--- src/hdl/cfq_pkg.sv ---
`default_nettype none

package cfq_pkg;

  localparam int unsigned DEPTH      = 16;
  localparam int unsigned DATA_WIDTH = 32;
  localparam int unsigned IDX_W      = $clog2(DEPTH);
  localparam int unsigned CNT_W      = $clog2(DEPTH + 1);
  localparam int unsigned CFG_W      = 5;
  localparam int unsigned FIELD_W    = 32;
  localparam int unsigned SIZE_RESET = 16;

  typedef logic [IDX_W-1:0]      idx_t;
  typedef logic [CNT_W-1:0]      cnt_t;
  typedef logic [DATA_WIDTH-1:0] word_t;

  typedef enum logic [1:0] {
    ACT_ENQ        = 2'd0,
    ACT_DEQ        = 2'd1,
    ACT_PEEK_FRONT = 2'd2,
    ACT_PEEK_REAR  = 2'd3
  } action_e;

  typedef enum logic [1:0] {
    ST_OK    = 2'd0,
    ST_FULL  = 2'd1,
    ST_EMPTY = 2'd2
  } status_e;

  // Slot store access issued by the controller.
  typedef struct packed {
    logic  we;
    logic  re;
    idx_t  addr;
    word_t wdata;
  } mem_req_t;

  // Result word fields registered by the controller.
  typedef struct packed {
    logic    valid;
    logic    rd_ok;
    status_e status;
    cnt_t    count;
  } res_t;

  // Saturate a raw size write to 1..DEPTH.
  function automatic cnt_t clamp_size(logic [CFG_W-1:0] v);
    logic [CFG_W:0] s;
    s = {1'b0, v};
    if (s < (CFG_W+1)'(1)) begin
      s = (CFG_W+1)'(1);
    end
    if (32'(s) > DEPTH) begin
      return cnt_t'(DEPTH);
    end
    return cnt_t'(s);
  endfunction

  // Step an index, wrapping to slot 0 at the configured size.
  function automatic idx_t next_index(idx_t i, cnt_t size);
    logic [CNT_W:0] n;
    n = (CNT_W+1)'(i) + (CNT_W+1)'(1);
    if (n >= (CNT_W+1)'(size) || 32'(n) >= DEPTH) begin
      return idx_t'(0);
    end
    return idx_t'(n);
  endfunction

endpackage

`default_nettype wire

--- src/hdl/cfq_ram.sv ---
`default_nettype none

module cfq_ram #(
  parameter int unsigned DEPTH  = 16,
  parameter int unsigned WIDTH  = 32,
  parameter int unsigned ADDR_W = $clog2(DEPTH)
) (
  input  wire logic              clk_i,
  input  wire logic              we_i,
  input  wire logic              re_i,
  input  wire logic [ADDR_W-1:0] addr_i,
  input  wire logic [WIDTH-1:0]  wdata_i,
  output logic      [WIDTH-1:0]  rdata_o
);

  logic [WIDTH-1:0] mem [DEPTH];
  logic [WIDTH-1:0] rdata_q;

  // Write port.
  always_ff @(posedge clk_i) begin
    if (we_i) begin
      mem[addr_i] <= wdata_i;
    end
  end

  // Registered read port.
  always_ff @(posedge clk_i) begin
    if (re_i) begin
      rdata_q <= mem[addr_i];
    end
  end

  assign rdata_o = rdata_q;

endmodule

`default_nettype wire

--- src/hdl/cfq_ctrl.sv ---
`default_nettype none

module cfq_ctrl (
  input  wire logic                       clk_i,
  input  wire logic                       rst_ni,
  input  wire logic                       accept_i,
  input  wire logic [1:0]                 action_i,
  input  wire cfq_pkg::word_t             word_i,
  input  wire logic                       cfg_we_i,
  input  wire logic [cfq_pkg::CFG_W-1:0]  cfg_data_i,
  output cfq_pkg::mem_req_t               mem_req_o,
  output cfq_pkg::res_t                   res_o
);

  cfq_pkg::cnt_t    size_q;
  cfq_pkg::cnt_t    count_q, count_d;
  cfq_pkg::idx_t    rd_idx_q, rd_idx_d;
  cfq_pkg::idx_t    lw_idx_q, lw_idx_d;
  cfq_pkg::res_t    res_q, res_d;
  cfq_pkg::mem_req_t req;
  logic             full, empty;

  // Hold the size register.
  always_ff @(posedge clk_i or negedge rst_ni) begin
    if (!rst_ni) begin
      size_q <= cfq_pkg::clamp_size(cfq_pkg::CFG_W'(cfq_pkg::SIZE_RESET));
    end else if (cfg_we_i) begin
      size_q <= cfq_pkg::clamp_size(cfg_data_i);
    end
  end

  assign full  = (count_q >= size_q);
  assign empty = (count_q == '0);

  // Decode the operation, update the indices and issue the slot access.
  always_comb begin
    count_d      = count_q;
    rd_idx_d     = rd_idx_q;
    lw_idx_d     = lw_idx_q;
    req.we       = 1'b0;
    req.re       = 1'b0;
    req.addr     = rd_idx_q;
    req.wdata    = word_i;
    res_d.valid  = accept_i;
    res_d.rd_ok  = 1'b0;
    res_d.status = cfq_pkg::ST_OK;
    if (accept_i) begin
      unique case (cfq_pkg::action_e'(action_i))
        cfq_pkg::ACT_ENQ: begin
          if (full) begin
            res_d.status = cfq_pkg::ST_FULL;
          end else begin
            if (empty) begin
              rd_idx_d = '0;
              lw_idx_d = '0;
            end else begin
              lw_idx_d = cfq_pkg::next_index(lw_idx_q, size_q);
            end
            req.we   = 1'b1;
            req.addr = lw_idx_d;
            count_d  = count_q + cfq_pkg::cnt_t'(1);
          end
        end
        cfq_pkg::ACT_DEQ: begin
          if (empty) begin
            res_d.status = cfq_pkg::ST_EMPTY;
          end else begin
            req.re      = 1'b1;
            req.addr    = rd_idx_q;
            res_d.rd_ok = 1'b1;
            if (count_q == cfq_pkg::cnt_t'(1)) begin
              rd_idx_d = '0;
              lw_idx_d = '0;
            end else begin
              rd_idx_d = cfq_pkg::next_index(rd_idx_q, size_q);
            end
            count_d = count_q - cfq_pkg::cnt_t'(1);
          end
        end
        cfq_pkg::ACT_PEEK_FRONT: begin
          if (empty) begin
            res_d.status = cfq_pkg::ST_EMPTY;
          end else begin
            req.re      = 1'b1;
            req.addr    = rd_idx_q;
            res_d.rd_ok = 1'b1;
          end
        end
        cfq_pkg::ACT_PEEK_REAR: begin
          if (empty) begin
            res_d.status = cfq_pkg::ST_EMPTY;
          end else begin
            req.re      = 1'b1;
            req.addr    = lw_idx_q;
            res_d.rd_ok = 1'b1;
          end
        end
        default: begin
          res_d.status = cfq_pkg::ST_OK;
        end
      endcase
    end
    res_d.count = count_d;
  end

  // Advance the queue state and register the result word.
  always_ff @(posedge clk_i or negedge rst_ni) begin
    if (!rst_ni) begin
      count_q  <= '0;
      rd_idx_q <= '0;
      lw_idx_q <= '0;
      res_q    <= '0;
    end else begin
      count_q  <= count_d;
      rd_idx_q <= rd_idx_d;
      lw_idx_q <= lw_idx_d;
      res_q    <= res_d;
    end
  end

  assign mem_req_o = req;
  assign res_o     = res_q;

endmodule

`default_nettype wire

--- src/hdl/circular_fifo_queue_top.sv ---
// Ring-buffer queue of up to 16 words of 32 bits.
//
// Command channel: drive action_i and data_in_i with start_i high; the word
// is taken at the rising edge where start_i is high and busy_o is low.
// busy_o stays low, so a new command may be given in every cycle.
// Actions: enqueue, dequeue, peek front, peek rear.
//
// Result channel: exactly one result word per command, shown on status_o,
// data_out_o and count_out_o for one cycle while done_o is high, in the cycle
// after the command was taken. The receiver cannot stall the results.
// Read data comes from the registered read port of the slot memory;
// throughput is one command per cycle.
//
// Configuration: cfg_we_i writes cfg_data_i into the size register at once
// (0 acts as 1, above 16 acts as 16). Change it only while the queue is empty.
//
// Reset (rst_ni low) empties the queue and sets the size to 16; the slot
// memory is not cleared, and no slot is read before it was written.
`default_nettype none

module circular_fifo_queue_top (
  input  wire logic                         clk_i,
  input  wire logic                         rst_ni,
  input  wire logic                         start_i,
  output logic                              busy_o,
  input  wire logic [1:0]                   action_i,
  input  wire logic [cfq_pkg::FIELD_W-1:0]  data_in_i,
  output logic                              done_o,
  output logic      [1:0]                   status_o,
  output logic      [cfq_pkg::FIELD_W-1:0]  data_out_o,
  output logic      [cfq_pkg::CNT_W-1:0]    count_out_o,
  input  wire logic                         cfg_we_i,
  input  wire logic [cfq_pkg::CFG_W-1:0]    cfg_data_i
);

  cfq_pkg::mem_req_t mem_req;
  cfq_pkg::res_t     res;
  cfq_pkg::word_t    rdata;
  logic              accept;

  // Commands are taken in every cycle.
  assign busy_o = 1'b0;
  assign accept = start_i && !busy_o;

  cfq_ctrl u_ctrl (
    .clk_i      (clk_i),
    .rst_ni     (rst_ni),
    .accept_i   (accept),
    .action_i   (action_i),
    .word_i     (cfq_pkg::word_t'(data_in_i)),
    .cfg_we_i   (cfg_we_i),
    .cfg_data_i (cfg_data_i),
    .mem_req_o  (mem_req),
    .res_o      (res)
  );

  cfq_ram #(
    .DEPTH (cfq_pkg::DEPTH),
    .WIDTH (cfq_pkg::DATA_WIDTH)
  ) u_ram (
    .clk_i   (clk_i),
    .we_i    (mem_req.we),
    .re_i    (mem_req.re),
    .addr_i  (mem_req.addr),
    .wdata_i (mem_req.wdata),
    .rdata_o (rdata)
  );

  // Drive the result word; data is zero unless a read succeeded.
  assign done_o      = res.valid;
  assign status_o    = res.status;
  assign count_out_o = res.count;
  assign data_out_o  = res.rd_ok ? cfq_pkg::FIELD_W'(rdata) : '0;

endmodule

`default_nettype wire

--- config.mk ---
export PLATFORM = sky130hd
export DESIGN_NAME = circular_fifo_queue_top
export DESIGN_NICKNAME = d
export VERILOG_FILES = /design/src/hdl/cfq_pkg.sv /design/src/hdl/cfq_ram.sv /design/src/hdl/cfq_ctrl.sv /design/src/hdl/circular_fifo_queue_top.sv
export SDC_FILE = /design/constraint.sdc
export NUM_CORES = 1
export LEC_CHECK = 0
export BUFFER_PORTS_ARGS = -buffer_cell sky130_fd_sc_hd__buf_4
export CORE_UTILIZATION = 50
export CTS_CLUSTER_SIZE = 16
export DETAILED_ROUTE_END_ITERATION = 8
export PLACE_DENSITY = 0.64
export SLEW_MARGIN = 5
export SYNTH_ARGS = -nofsm -noshare
export SYNTH_HDL_FRONTEND = slang
export SYNTH_SLANG_ARGS = --single-unit
--- constraint.sdc ---
create_clock -name clk_i -period 11.5 [get_ports clk_i]
set_clock_uncertainty 0.15 [all_clocks]
set_input_delay 0.575 -clock clk_i [delete_from_list [all_inputs] [get_ports clk_i]]
set_output_delay 0.575 -clock clk_i [all_outputs]
set_load 0.02 [all_outputs]
==> reports/summary.txt, run 1 <==
commonest cells in the netlist = edfxtp_1 (544), nand2_1 (251), mux2i_1 (103), a21oi_1 (74), nand3_1 (59)
Nets = 1,658
register bit count reported by yosys = 566
DRT antenna net count = 0
RSZ-0062 raised after global routing = no
Synth Area in XOR/XNOR = 0.347%
Worst Path Arrival = 5350 ps
vias in the first global route = 13,200
Reg-to-Reg End = u_ram.rdata_o[19]
H-tree depth = 2
gr usage total = 23.5%
Post-Route WL = 53.7 mm
mapped cell area = 22,700 um^2
Synth area leaders = edfxtp_1 (72%), mux2i_1 (4.5%), nand2_1 (4.1%)
Sw Share = 27.9%
final cycle utilization of the critical path = 44.9%
combinational share of power = 18.9%
Clock Tree Buf Depth = 3
largest net degree at the start of global routing = 129
DRC violations left = 0
final instance area = 25,900 um^2
core area = 44,500 um^2
first-pass GRT wire length = 81.7 mm
Cells after Synth = 1,511
Ys Warns = 0
flop-to-flop setup slack = 6340 ps
GP Congestion = 0.805
Synth async-reset ratio = 3.89%
Num CTS Buffers = 56
Final Hold Vio Count = 0
synth unique cells = 56
total number of vias = 13,200
Remaining Overflow, GRT = 0
Tightest Pin Transition = 1310 ps
most numerous cell in the Yosys netlist = edfxtp_1
root buffer selected by CTS = clkbuf_16
end point of the worst hold path = u_ctrl.size_q[4]
WP data required = 11,690 ps
via-per-instance ratio = 5.92
Die H = 215 um
FF-to-FF path depth = 12
Max Transition Viols Final = 0
Internal Power = 3.82 mW
placed cell count = 2,123
Clock power frac = 35.4%
die area = 46,300 um^2
FP Rows = 77
Synth Area per Inst = 15.1 um^2
Seq/Total Area, Yosys = 74.2%
Power Density = 204 nW/um^2
Hold WS = 38.1 ps
CP max-delay cell = or2_2
post-synthesis compound-gate area fraction = 7.06%
clk_lat worst skew = 600 ps
# port buffers = 82
Net Count, Synth = 1,578
post-CTS setup repair buffer count = 0
fmax = 194 MHz
status = finished clean
Max-Cap Viols = 0
hold_sp = cfg_we_i
clock-pin slew on the worst setup and hold paths = 60 ps
top_reg_cell synth = edfxtp_1
slowest stage delay, CP = 680 ps
CP cell instances = ha_1 > xor2_1 > ha_1 > a21o_1 > a211oi_1 > o211ai_1 > mux2i_4 > buf_4 > buf_12 > or2_2 > o22ai_1 > or4_1
CTS Sinks = 566
placed cell areas = 24,000 um^2
Psw = 1.48 mW
Wirelength per Cell = 24.1 um
area share of the largest cell type after synthesis = 71.8%
RR Startpoint = u_ctrl.lw_idx_q[0]
initial DRC count = 1,351
fin crit period = 5160 ps
drt first pass iters = 5
layout overhead on the synthesized area = 14.0%
Max-Slew Margin vs Limit = 12.6%
Setup crit end kind = flop
proportion of layout cells with a drive suffix above 1 = 15.6%
critical path fanouts, max = 128
Post-Layout Cell Count = 2,230
cell with the most instances on the worst path = ha_1
ANT cells = 0
power share of the sequential group = 45.7%
Initial Utilization = 51.1%
initial antenna violation count = 1
Post-Route Setup TNS = 0 ps
Synth area leader = edfxtp_1
post-detail-place hpwl = 29.8 mm
chip width = 215 um
CTS tree = built
mux contribution to synthesized area = 5.59%
P_leak = 9.05 nW
main combinational cell family by area after synthesis = simple AND/OR/NAND/NOR gates
peak supply drop = 131 uV
setup violators final = 0
post-synthesis adder-cell area fraction = 1.32%
HP Class = in -> reg
CP Launch Type = flop
Setup CP Type = reg -> reg
Post-synth EDFFs = 544
Simple-Gate Fraction of Synth Area = 9.09%
number of fill cells = 3,461
io pins = 84
hold depth = 2
[flip-flops by register name, indices dropped and copies added, names as in the netlist]
signal / flops
u_ctrl.rd_idx_q: 4
u_ram.mem: 512
u_ctrl.size_q: 5
u_ctrl.res_o: 4
u_ctrl.lw_idx_q: 4
u_ctrl.count_q: 5
u_ram.rdata_o: 32
[cells in the final DEF (no fill, tap or decap), types with 26 or more instances in the layout]
cell         n
clkbuf_16   57
a21oi_1     74
a32o_1      26
mux2i_1    102
buf_4      115
nand2_1    250
and2_1      34
edfxtp_1   544
a221oi_1    39
nand3_1     58
o21ai_0     37
[what timing repair did]
item,4_1_cts,5_1_grt
gates resized for setup,0,0
endpoints found under the hold margin,23,0
hold buffers,2,0
[cell families (layout without fill, tap and decap cells)]
| family | after synthesis | in the layout |
|---|---|---|
| AOI/OAI and AO/OA | 240 | 240 |
| xor gates and xnor gates | 9 | 9 |
| DFF | 566 | 566 |
| muxes | 124 | 124 |
| and+or+nand+nor | 439 | 439 |
| buffers and inverters | 108 | 235 |
| other | 1 | 1 |
| adders and majority gates | 24 | 24 |
[worst max-delay path, delay by kind of cell, from the launching register on]
| family | cells | cell delay [ps] |
|---|---|---|
| and+or+nand+nor | 2 | 1240 |
| buffers and inverters | 2 | 1110 |
| AOI/OAI and AO/OA | 4 | 1030 |
| adders and majority gates | 2 | 480 |
| DFF | 1 | 450 |
| muxes | 1 | 190 |
| xor gates and xnor gates | 1 | 180 |
[area by class of cell]
cell class | count | area, um^2 | share of cell area (%)
Tap cell | 592 | 741 | 2.86
Timing Repair Buffer | 119 | 918 | 3.54
Sequential cell | 566 | 16900 | 65.1
Clock inverter | 44 | 450 | 1.74
Clock buffer | 61 | 1440 | 5.56
Inverter | 11 | 41.3 | 0.159
Multi-Input combinational cell | 837 | 5450 | 21.0
[power groups by stage]
stage               logic, mW  registers (mW)  clock network (mW)
floorplan               0.713            2.44                   0
CTS                      1.01            2.42                1.90
detailed placement       1.01            2.46                   0
global route             1.10            2.43                1.98
global placement        0.987            2.46                   0
finish                   1.00            2.42                1.88
[stage by stage]
| step | power, mW | setup slack [ps] | utilization [%] |
|---|---|---|---|
| floorplan | 3.16 | 5820 | - |
| global placement | 3.45 | 6330 | 53.9 |
| detailed placement | 3.47 | 6300 | 54.0 |
| CTS | 5.33 | 6280 | 58.3 |
| global route | 5.51 | 5990 | 58.3 |
| finish | 5.30 | 6340 | 58.3 |
[per-layer routing]
| metal | GRT usage, % | vias up | wire, um |
|---|---|---|---|
| li1 | - | 5949 | - |
| met1 | 33.0 | 6704 | 23400 |
| met2 | 37.8 | 463 | 25600 |
| met3 | 4.52 | 82 | 3610 |
| met4 | 6.17 | 0 | 1070 |
| met5 | 0 | - | 0 |
[how the worst max path moves through the flow]
stage / slack [ps] / from / to / cells past startpoint
final: 6340 / u_ctrl.lw_idx_q[0] / u_ram.rdata_o[19] / 12
after global routing: 5990 / u_ctrl.lw_idx_q[0] / u_ram.rdata_o[19] / 12
after CTS: 6280 / u_ctrl.lw_idx_q[0] / u_ram.rdata_o[19] / 12
after detailed placement: 6300 / u_ctrl.lw_idx_q[0] / u_ram.rdata_o[19] / 12
after global placement: 6330 / u_ctrl.lw_idx_q[0] / u_ram.mem[13][3] / 11
after floorplan: 5820 / u_ctrl.lw_idx_q[0] / u_ram.mem[11][0] / 13
Power figures use the tool's default switching activity.
==> run 2, diff against run 1 <==
Settings changed: ABC_AREA set to 1, PLACE_DENSITY 0.64 to 0.63.
Clock period 11.5 ns to 4.9 ns, I/O delays scaled along.
==> run 2 against run 1 <==
Sequential share of layout area decreased by 6.9 points; hold slack gained 180 ps; largest cell class unchanged; critical path depth increased by 3; synthesized cell count up 64%; clock power up 130%; maximum frequency grew 31%.
==> reports/summary.txt, run 2 <==
clk_lat worst skew = 620 ps
Remaining Overflow, GRT = 0
io pins = 84
Synth Area per Inst = 10.3 um^2
first-pass GRT wire length = 101 mm
number of fill cells = 4,187
ANT cells = 0
peak supply drop = 545 uV
setup violators final = 0
chip width = 228 um
DRC violations left = 0
H-tree depth = 2
top_reg_cell synth = edfxtp_1
layout overhead on the synthesized area = 14.0%
DRT antenna net count = 0
CTS tree = built
Nets = 2,609
Sw Share = 31.5%
Setup WS post-layout = 963 ps
Max Transition Viols Final = 0
core area = 50,200 um^2
post-detail-place hpwl = 31.4 mm
die area = 51,800 um^2
WP buf/inv = 2
worst setup path start = u_ctrl.lw_idx_q[0]
RR Startpoint = u_ctrl.lw_idx_q[0]
Internal Power = 8.90 mW
Final Hold Vio Count = 0
slowest stage delay, CP = 540 ps
# port buffers = 82
CP top delay family = simple AND/OR/NAND/NOR gates
GP Congestion = 0.833
CP endpoint = u_ram.rdata_o[5]
Power Density = 448 nW/um^2
Clock power frac = 33.4%
Hold WS = 217 ps
FF-to-FF path depth = 15
status = finished clean
mapped cell area = 25,400 um^2
combinational share of power = 23.5%
initial antenna violation count = 1
commonest cells in the netlist = nand2_1 (1,204), edfxtp_1 (544), nand4_1 (260), inv_1 (132), buf_2 (113)
Seq/Total Area, Yosys = 66.4%
Setup CP Type = reg -> reg
Worst Path Arrival = 4280 ps
cell with the most instances on the worst path = nand2_1
CP Launch Type = flop
RSZ-0062 raised after global routing = no
Clock Tree Buf Depth = 3
gr usage total = 26.1%
Num CTS Buffers = 58
power share of the sequential group = 43.1%
most frequent cells in the layout = nand2_1 (1,203), edfxtp_1 (544), nand4_1 (260)
Crit. path cell count = 15
Die H = 228 um
fin crit period = 3940 ps
post-CTS setup repair buffer count = 0
critical path fanouts, max = 212
vias in the first global route = 17,300
Psw = 4.09 mW
WP data required = 5240 ps
Post-Layout Cell Count = 3,259
proportion of layout cells with a drive suffix above 1 = 9.39%
Setup WS pre-CTS = 1180 ps
largest net degree at the start of global routing = 213
clock-pin slew on the worst setup and hold paths = 60 ps
post-layout util = 57.8%
HP Class = in -> reg
total number of vias = 17,900
placed cell count = 3,109
Post-Route Setup TNS = 0 ps
P_leak = 12.1 nW
most numerous cell in the Yosys netlist = nand2_1
commonest non-fill, non-tap cell in the layout = nand2_1
register bit count reported by yosys = 566
fmax = 254 MHz
Setup crit end kind = flop
final cycle utilization of the critical path = 80.4%
Initial Utilization = 50.7%
synth unique cells = 36
Synth area leaders = edfxtp_1 (64%), nand2_1 (18%), nand4_1 (6.4%)
Post-synth EDFFs = 544
initial DRC count = 1,735
Post-Route WL = 66.0 mm
area share of the largest cell type after synthesis = 64.2%
max FFs per register = 512
drt first pass iters = 7
Tightest Pin Transition = 1390 ps
Synth area leader = edfxtp_1
via-per-instance ratio = 5.49
total power = 13.0 mW
Wirelength per Cell = 20.2 um
final instance area = 29,000 um^2
Net Count, Synth = 2,546
Max-Slew Margin vs Limit = 7.18%
Largest Register = u_ram.mem
FP Rows = 82
root buffer selected by CTS = clkbuf_16
Reg-to-Reg End = u_ram.rdata_o[5]
CTS Sinks = 566
Synth async-reset ratio = 3.89%
placed cell areas = 26,700 um^2
Max-Cap Viols = 0
CP max-delay cell = buf_12
Cells after Synth = 2,479
flop-to-flop setup slack = 960 ps
CP cell instances = ha_1 > ha_1 > a21boi_0 > o21ai_1 > nand3b_4 > nand2_8 > buf_12 > nand4_1 > nand2_1 > nand2_1 > nand2_1 > nand2_1 > nand2_1 > inv_1 > nand2_1
Ys Warns = 0
run 2: changes by cell type after synthesis, sizes merged, moves of 39 or more:
cell    delta
nand4    +260
nand3     -40
inv      +127
buf       +95
nand2    +958
a221oi    -39
a21oi     -65
mux2i    -103
run 2: cell type report:
cell class / count / area, um^2 / share of cell area, %
clock buffers: 65 / 1480 / 5.10
inverters: 139 / 524 / 1.81
well taps: 672 / 841 / 2.90
multi-input cells: 1606 / 7300 / 25.2
repair buffers: 171 / 1600 / 5.51
flip-flops and latches: 566 / 16900 / 58.3
clock inverters: 40 / 359 / 1.24
run 2: timing repair:
action | in CTS | in global routing
resized for setup | 0 | 0
hold buffers | 45 | 0
hold endpoints to repair | 543 | 0
run 2: cells by family after synthesis:
family / count (synthesis) / share of synthesized area (%)
AO/OA/AOI/OAI: 36 / 0.817
XOR/XNOR: 9 / 0.310
adder cells (fa/ha/maj): 24 / 1.18
buffers and inverters: 307 / 5.59
flip-flops: 566 / 66.4
other: 1 / 0.0147
AND/OR/NAND/NOR: 1536 / 25.7
run 2: tightest hold or removal path: stages:
cell and delay, ps:
buf_4 110, ha_1 340, xor2_1 120, nand2_1 50
o21ai_0 70
run 2: worst min-delay path by stage:
stage | start | to | slack (ps) | cells past startpoint
after floorplan | rst_ni | u_ctrl.count_q[0] | -200 | 0
after global placement | rst_ni | u_ctrl.size_q[2] | 1 | 1
after detailed placement | rst_ni | u_ctrl.size_q[2] | 10 | 1
after CTS | action_i[0] | u_ctrl.count_q[1] | 170 | 5
after global routing | cfg_data_i[3] | u_ctrl.size_q[3] | 230 | 4
final | action_i[0] | u_ctrl.count_q[1] | 220 | 5
run 2: layer usage:
layer  GRT usage (%)  wire, um  vias up
met5               0        14        -
met4            7.77      1720        2
met3            4.19      4220      129
met2            43.6     31600      631
met1            35.2     28400     8626
li1                -         -     8497
run 2: power groups by stage:
stage / Clock [mW] / Combinational [mW] / Sequential, mW
global placement: 0 / 2.96 / 5.69
global route: 4.58 / 3.42 / 5.61
floorplan: 0 / 2.24 / 5.66
CTS: 4.41 / 3.04 / 5.60
finish: 4.35 / 3.05 / 5.60
detailed placement: 0 / 3.00 / 5.70
==> run 3, diff against run 2 <==
Clock period 4.9 ns to 3.84 ns, I/O delays scaled along.
==> run 3 against run 2 <==
Final area up 0.52%; power up 27%; clock power up 23%; via count up 0.11%.
==> reports/summary.txt, run 3 (synthesis results as in run 2) <==
register area = 16,900 um^2
CP Launch Type = flop
initial DRC count = 1,587
Max-Cap Viols = 0
io pins = 84
Die H = 228 um
CTS Sinks = 566
clock-pin slew on the worst setup and hold paths = 60 ps
fin crit period = 3520 ps
ANT cells = 0
CP max-delay cell = dfrtp_1
Setup WS pre-CTS = 346 ps
Post-Route Setup TNS = 0 ps
number of fill cells = 4,145
root buffer selected by CTS = clkbuf_16
Max Transition Viols Final = 0
Wirelength per Cell = 19.9 um
RSZ-0062 raised after global routing = no
H-tree depth = 2
cell with the most instances on the worst path = nand2_1
HP Class = in -> reg
Post-Route WL = 65.1 mm
Clock Tree Buf Depth = 3
total number of vias = 17,900
fmax = 284 MHz
Remaining Overflow, GRT = 0
# port buffers = 82
Setup crit end kind = flop
WP data required = 3980 ps
Setup WS post-layout = 319 ps
flop-to-flop setup slack = 320 ps
layout overhead on the synthesized area = 14.6%
Setup CP Type = reg -> reg
FP Rows = 82
setup violators final = 0
Largest Register = u_ram.mem
first-pass GRT wire length = 102 mm
GP Congestion = 0.872
vias in the first global route = 17,600
area of the multi-input gates = 7300 um^2
max FFs per register = 512
status = finished clean
proportion of layout cells with a drive suffix above 1 = 9.86%
core area = 50,200 um^2
largest net degree at the start of global routing = 147
Initial Utilization = 50.7%
initial antenna violation count = 0
Max-Slew Margin vs Limit = 35.4%
Nets = 2,624
Num CTS Buffers = 58
die area = 51,800 um^2
DRC violations left = 0
Final Hold Vio Count = 0
P_leak = 12.2 nW
peak supply drop = 389 uV
via-per-instance ratio = 5.46
Power Density = 566 nW/um^2
commonest non-fill, non-tap cell in the layout = nand2_1
drt first pass iters = 5
Worst Path Arrival = 3660 ps
most frequent cells in the layout = nand2_1 (1,203), edfxtp_1 (544), nand4_1 (260)
final cycle utilization of the critical path = 91.7%
gr usage total = 25.9%
chip width = 228 um
clk_lat worst skew = 620 ps
post-detail-place hpwl = 34.4 mm
DRT antenna net count = 0
critical path fanouts, max = 17
CP cell instances = ha_1 > ha_1 > a21boi_0 > o21ai_1 > nand2_1 > nor2_2 > nand2_1 > nand2_1 > nand2_4 > inv_4 > nand3_1 > nor2_4 > buf_4
Tightest Pin Transition = 965 ps
CTS tree = built
cts repair resizes = 0
slowest stage delay, CP = 410 ps
-- run 3: layer usage --
layer / global-route usage [%] / vias up / routed length [um]
li1: - / 8536 / -
met1: 35.4 / 8669 / 28900
met2: 43.0 / 581 / 31100
met3: 3.14 / 118 / 3580
met4: 8.40 / 0 / 1580
met5: 0 / - / 0
-- run 3: final timing paths --
check / depth (start not counted) / startpoint / to
worst max-delay path: 13 / u_ctrl.lw_idx_q[0] / u_ram.mem[10][8]
worst min-delay path: 4 / cfg_data_i[3] / u_ctrl.size_q[3]
worst max register to register: 13 / u_ctrl.lw_idx_q[0] / u_ram.mem[10][8]
worst min register to register: 2 / u_ctrl.size_q[4] / u_ctrl.size_q[4]
max in group asynchronous: 4 / rst_ni / u_ctrl.res_o[7]
min in group asynchronous: 3 / rst_ni / u_ctrl.size_q[4]
-- run 3: final cells by class --
| cell class | count | share of cell area (%) |
|---|---|---|
| Inverter | 139 | 1.80 |
| Timing Repair Buffer | 186 | 6.17 |
| Tap cell | 672 | 2.89 |
| Sequential cell | 566 | 58.0 |
| Clock buffer | 79 | 5.32 |
| Multi-Input combinational cell | 1606 | 25.1 |
| Clock inverter | 30 | 0.811 |
-- run 3: power breakdown --
group          total, mW  switching, mW  internal, mW
combinational       3.99           2.80          1.19
sequential          7.14          0.140          7.00
clock               5.35           2.33          3.02
-- run 3: stage by stage --
step / util, % / total power, mW / hold slack (ps) / instance area [um^2] / instances
2_1_floorplan: - / 10.1 / -254 / 25400 / 2479
3_3_place_gp: 53.6 / 11.2 / -44.2 / 26900 / 3124
3_5_place_dp: 53.6 / 11.2 / -47.0 / 26900 / 3124
4_1_cts: 58.1 / 16.6 / 145 / 29100 / 3278
5_1_grt: 58.1 / 17.3 / 201 / 29100 / 3278
6_report: 58.1 / 16.5 / 173 / 29100 / 3278
-- run 3: timing repair --
item | CTS | global route
buffers inserted | 0 | 0
hold buffers | 45 | 0
hold endpoints to repair | 543 | 0
endpoints found under the setup margin | 0 | 0
-- run 3: critical path: cells and delay by family, from the launching register on --
kind | cells | cell delay (ps)
flops | 1 | 410
simple gates | 7 | 1140
compound gates | 2 | 380
fa+ha+maj | 2 | 600
buf+inv | 2 | 500
